==> config.mk <==
export PLATFORM = sky130hd
export DESIGN_NAME = qhs_ctrl
export DESIGN_NICKNAME = d
export VERILOG_FILES = /design/src/rtl/core/qhs_pkg.sv /design/src/rtl/core/qhs_ctrl.sv
export SDC_FILE = /design/constraint.sdc
export NUM_CORES = 1
export LEC_CHECK = 0
export ABC_AREA = 1
export BUFFER_PORTS_ARGS = -buffer_cell sky130_fd_sc_hd__buf_4
export CAP_MARGIN = 20
export CORE_UTILIZATION = 35
export CTS_BUF_LIST = sky130_fd_sc_hd__clkbuf_2
export DETAILED_ROUTE_END_ITERATION = 7
export PLACE_DENSITY = 0.59
export SYNTH_ARGS = -nofsm -noshare
export SYNTH_HDL_FRONTEND = slang
export SYNTH_SLANG_ARGS = --single-unit
==> constraint.sdc <==
create_clock -name clk -period 1.1 [get_ports clk]
set_input_delay 0.11 -clock clk [delete_from_list [all_inputs] [get_ports clk]]
set_output_delay 0.11 -clock clk [all_outputs]
set_load 0.02 [all_outputs]
==> src/rtl/core/qhs_pkg.sv <==
// ----------------------------------------------------------------------------
// qhs_pkg
// Shared constants, types and helpers of the quality histogram statistics core.
// ----------------------------------------------------------------------------
package qhs_pkg;

	localparam int TOP_Q      = 63;
	localparam int NBINS      = TOP_Q + 1;
	localparam int BIN_W      = $clog2(NBINS);
	localparam int CNT_W      = 32;
	localparam int CUM_W      = CNT_W + BIN_W;
	localparam int SUM_W      = CNT_W + 2 * BIN_W;
	localparam int DVD_W      = SUM_W + 8;
	localparam int QUO_W      = 21;
	localparam int MEAN_W     = 14;
	localparam int MED_W      = 7;
	localparam int NRANKS     = 8;
	localparam int DIV_STEPS  = DVD_W;
	localparam int STEP_W     = 7;
	localparam int TDATA_W    = 88;
	localparam int RECIP_SH   = 35;

	localparam logic [CNT_W-1:0]  CNT_MAX  = '1;
	localparam logic [CNT_W-1:0]  RECIP10  = 32'hCCCC_CCCD;
	localparam logic [MEAN_W-1:0] MEAN_CAP = 14'(TOP_Q * 256);

	// rank slots of the report walk
	localparam int RK_MED_A = 0;
	localparam int RK_MED_B = 1;
	localparam int RK_LQ_A  = 2;
	localparam int RK_LQ_B  = 3;
	localparam int RK_UQ_A  = 4;
	localparam int RK_UQ_B  = 5;
	localparam int RK_LC    = 6;
	localparam int RK_UC    = 7;

	typedef struct packed {
		logic             accept;
		logic             inc;
		logic             ten;
		logic             ranks;
		logic             rd_en;
		logic [BIN_W-1:0] rd_addr;
		logic             divi;
		logic             div_step;
		logic             load;
	} cmd_t;

	typedef struct packed {
		logic last;
		logic out_full;
	} sts_t;

	function automatic logic [BIN_W-1:0] clamp_q(input logic [7:0] q);
		return (q > 8'(TOP_Q)) ? BIN_W'(TOP_Q) : q[BIN_W-1:0];
	endfunction

	function automatic logic [CNT_W-1:0] sat_inc(input logic [CNT_W-1:0] v);
		return (v == CNT_MAX) ? v : v + 1'b1;
	endfunction

endpackage

==> src/rtl/core/qhs_ctrl.sv <==
// ----------------------------------------------------------------------------
// qhs_ctrl
// Sequencer: sample update, report walk, mean division and result hand-off.
// ----------------------------------------------------------------------------
module qhs_ctrl (
	input  logic          clk,
	input  logic          arst_n,
	input  logic          in_valid,
	output logic          in_ready,
	input  qhs_pkg::sts_t sts,
	output qhs_pkg::cmd_t cmd
);

	typedef enum logic [2:0] {
		IDLE, INC, TEN, RANKS, WALK, DRAIN, DIVI, DIV_ST
	} state_t;

	state_t                      state_q;
	logic [qhs_pkg::STEP_W-1:0]  step_q;
	logic                        done_q;

	always_ff @(posedge clk or negedge arst_n) begin
		if (!arst_n) begin
			state_q <= IDLE;
			step_q  <= '0;
			done_q  <= 1'b0;
		end else begin
			case (state_q)
				IDLE: begin
					if (done_q) begin
						if (!sts.out_full) begin
							done_q <= 1'b0;
						end
					end else if (in_valid) begin
						state_q <= INC;
					end
				end
				INC: begin
					state_q <= sts.last ? TEN : IDLE;
				end
				TEN:   state_q <= RANKS;
				RANKS: begin
					state_q <= WALK;
					step_q  <= '0;
				end
				WALK: begin
					step_q <= step_q + 1'b1;
					if (step_q == qhs_pkg::STEP_W'(qhs_pkg::NBINS - 1)) begin
						state_q <= DRAIN;
					end
				end
				DRAIN: state_q <= DIVI;
				DIVI: begin
					state_q <= DIV_ST;
					step_q  <= '0;
				end
				DIV_ST: begin
					step_q <= step_q + 1'b1;
					if (step_q == qhs_pkg::STEP_W'(qhs_pkg::DIV_STEPS - 1)) begin
						state_q <= IDLE;
						done_q  <= 1'b1;
					end
				end
				default: state_q <= IDLE;
			endcase
		end
	end

	// result waits in IDLE with done_q set until the output register is free
	assign in_ready = (state_q == IDLE) && !done_q;

	always_comb begin
		cmd          = '0;
		cmd.accept   = in_ready && in_valid;
		cmd.inc      = (state_q == INC);
		cmd.ten      = (state_q == TEN);
		cmd.ranks    = (state_q == RANKS);
		cmd.rd_en    = (state_q == WALK);
		cmd.rd_addr  = step_q[qhs_pkg::BIN_W-1:0];
		cmd.divi     = (state_q == DIVI);
		cmd.div_step = (state_q == DIV_ST);
		cmd.load     = (state_q == IDLE) && done_q && !sts.out_full;
	end

endmodule

==> impl_results.md <==
* Outcome: finished, violations left
* Failing checks: negative setup slack
* Worst Setup Start Kind: flip-flop
* Filler cell count at 168
* Period utilisation layout at 1.24
* CP Capture Type: output pin
* RSZ-0062 raised after global routing: yes
* Drt via density at 4.51
* Global Route Usage Sum at 0.183
* Critical Path RT at 0.99 ns
* Gp weighted congestion at 0.772
* CTS tree: yes
* Pwr dens at 537 nW/um^2
* Core area at 1940 sq um
* Top delay family on crit path: flip-flops
* WP buf/inv at 3
* Slew margin rel. at 0.870
* Clock root buffer: clkbuf_2
* YS warnings at 0
* Setup ws final at -0.260 ns
* Crit path cell chain: buf_4 > buf_6 > nor2_1 > buf_4
* Reg2reg start: state_q[2]
* Hold Crit Class: input pin to flip-flop
* Max-slew violation count at 0
* Initial DRC count at 5
* EDFF count, synth at 0
* Row cnt at 16
* I/O Pins at 20
* Slew @ Worst Pin at 0.196 ns
* Cts bufs inserted at 3
* Vias in the first global route at 710
* Final ANT Viol Nets at 0
* Nets at 141
* Fmax achieved at 736 MHz
* Synthesized Nets at 101
* R2r setup slk at -0.12 ns
* First-pass GRT wire length at 2860 um
* Final number of setup-violating endpoints at 15
* Crit-path most repeated cell: buf_4
* WHS Path Cells at 3
* Syn Std Cell Area at 723 sq um
* HPWL Detailed at 1170 um
* Initial Utilization at 0.372
* Avg Cell Area, Syn at 7.61 sq um
* Worst path slowest cell: dfrtp_2
* Routed WL at 1820 um
* Post-Syn Instances at 95
* GRT Residual Overflow at 0
* Worst Path Arrival at 1.25 ns
* # clock sinks at 11
* Max Cap Viol at 0
* Insertion delay to the later sink of the worst-skew pair at 0.26 ns
* Sequential cell area at 278 sq um
* Worst-case clock buffer depth at 2
* Pleak at 0.613 nW
* Synth Register Bits at 11
* Largest net degree at the start of global routing at 12
* Worst path max stage delay at 0.46 ns
* Pre-antenna DRT Iters at 5
* Multi-input logic area at 475 sq um
* Die height at 47.5 um
* Hold Path End: state_q[1]
* Sequential share of the synthesized area at 0.381
* Worst slack, placed at -0.0534 ns
* Top FF cell, synth: dfrtp_1
* Initial antenna violation count at 0
* DIE AREA at 2250 sq um
* Post-layout min period at 1.36 ns
* R2R depth at 8
* Reg clk slew, reported paths at 0.11 ns
* Worst Skew at 0.0120 ns
* # diodes at 0
* Via Count at 726
* Number of H-tree levels at 1
* Port bufs at 19
* Fin. Hold Viols at 0
* Avg WL per Cell at 11.3 um
* WS Path Type: flip-flop to output pin
* Peak supply drop at 0.673 mV
* Syn-to-layout area delta at 68.9%
* Min-Delay Startpoint: sts[1]
* Die extent in x at 47.5 um
* Cell variety after synth at 25
* Fraction of layout cells with a size suffix above 1 at 0.590
* Crit Path Max Fanout at 4
* Reg-to-Reg End: step_q[5]
* Setup_tns at -2.28 ns
* DRC at 0
* Post-synth ARST share at 1.00
==> layout by cell type, fill, tap and decap left out, drive strengths merged <==
cell type    netlist  routed
a21oi              1       1
a22o               1       1
and2               1       1
buf                7      41
clkbuf             0       4
dfrtp             11      11
dlygate4sd3        0       1
ha                 1       1
inv               13      13
nand2             25      25
nand3              5       5
nand4              2       2
nor2              14      14
nor3               1       1
nor3b              1       1
o211ai             1       1
o21ai              7       7
o22ai              1       1
xnor2              1       1
xor2               2       2
==> cells in the mapped netlist (2+ instances only) <==
master   count  area [sq um]
nand2_1     21          78.8
nor2_1      12          45.0
dfrtp_1     11           275
buf_4        7          52.6
inv_1        7          26.3
inv_2        6          22.5
o21ai_0      5          25.0
nand2_2      3          18.8
nand3_1      2          10.0
nand3_2      2          20.0
nand4_1      2          12.5
nor2_2       2          12.5
o21ai_1      2          10.0
xor2_1       2          17.5
==> area by class of cell <==
cell class / count / area share
well taps: 27 / 0.0277
repair buffers: 42 / 0.297
inverters: 13 / 0.0420
flip-flops and latches: 11 / 0.227
multi-input cells: 64 / 0.389
clock buffers: 4 / 0.0164
==> layer usage <==
layer / share of wire / global-route usage / vias to the layer above / routed length, um
met5: 0 / 0 / - / 0
met4: 0.0088 / 0.0571 / 0 / 16
met3: 0.042 / 0.0906 / 2 / 77
met2: 0.53 / 0.304 / 18 / 969
met1: 0.42 / 0.206 / 334 / 760
li1: - / - / 372 / -
==> worst reg2reg max path, delay by kind of cell, from the launching register on <==
family	cells	cell delay [ns]
and+or+nand+nor	6	0.40
buffers and inverters	2	0.26
DFF	1	0.46
==> per-stage QoR <==
step	util	hold slack (ns)	instances	total power, W	instance area (sq um)
after floorplan	-	-0.186	95	0.000414	766
after global placement	0.505	-0.0468	146	0.000434	980
after detailed placement	0.505	-0.0454	146	0.000435	980
after CTS	0.594	0.137	161	0.000666	1150
after global routing	0.629	0.151	161	0.000683	1220
final	0.629	0.154	161	0.000656	1220
==> worst max-delay path by stage <==
stage | cells after the start | slack (ns) | start | to
global placement | 7 | -0.04 | state_q[1] | step_q[5]
detailed placement | 7 | -0.05 | step_q[0] | state_q[2]
CTS | 4 | -0.25 | state_q[2] | cmd[13]
finish | 4 | -0.26 | state_q[2] | cmd[11]
floorplan | 7 | -0.002 | step_q[1] | state_q[2]
global route | 5 | -0.34 | state_q[0] | cmd[11]
==> power by group <==
part | switching (W) | internal [W] | total, W
logic | 0.0000119 | 0.0000130 | 0.0000249
clock network | 0.000130 | 0.0000966 | 0.000227
registers | 0 | 0.000404 | 0.000404
==> cell families after synthesis <==
group | Yosys count | synth area share
simple gates | 49 | 0.339
xor+xnor | 3 | 0.0363
compound gates | 11 | 0.0865
buf+inv | 20 | 0.140
flops | 11 | 0.381
fa+ha+maj | 1 | 0.0173
==> registers in the layout, indices dropped and copies added (netlist names) <==
name	flops
step_q	7
state_q	3
done_q	1
==> timing repair <==
item	CTS	global route
resized for setup	18	17
hold buffers	1	0
setup buffers	10	0
pin swaps	2	1
hold endpoints to repair	11	0
setup endpoints to repair	18	22
Power figures use the tool's default switching activity.
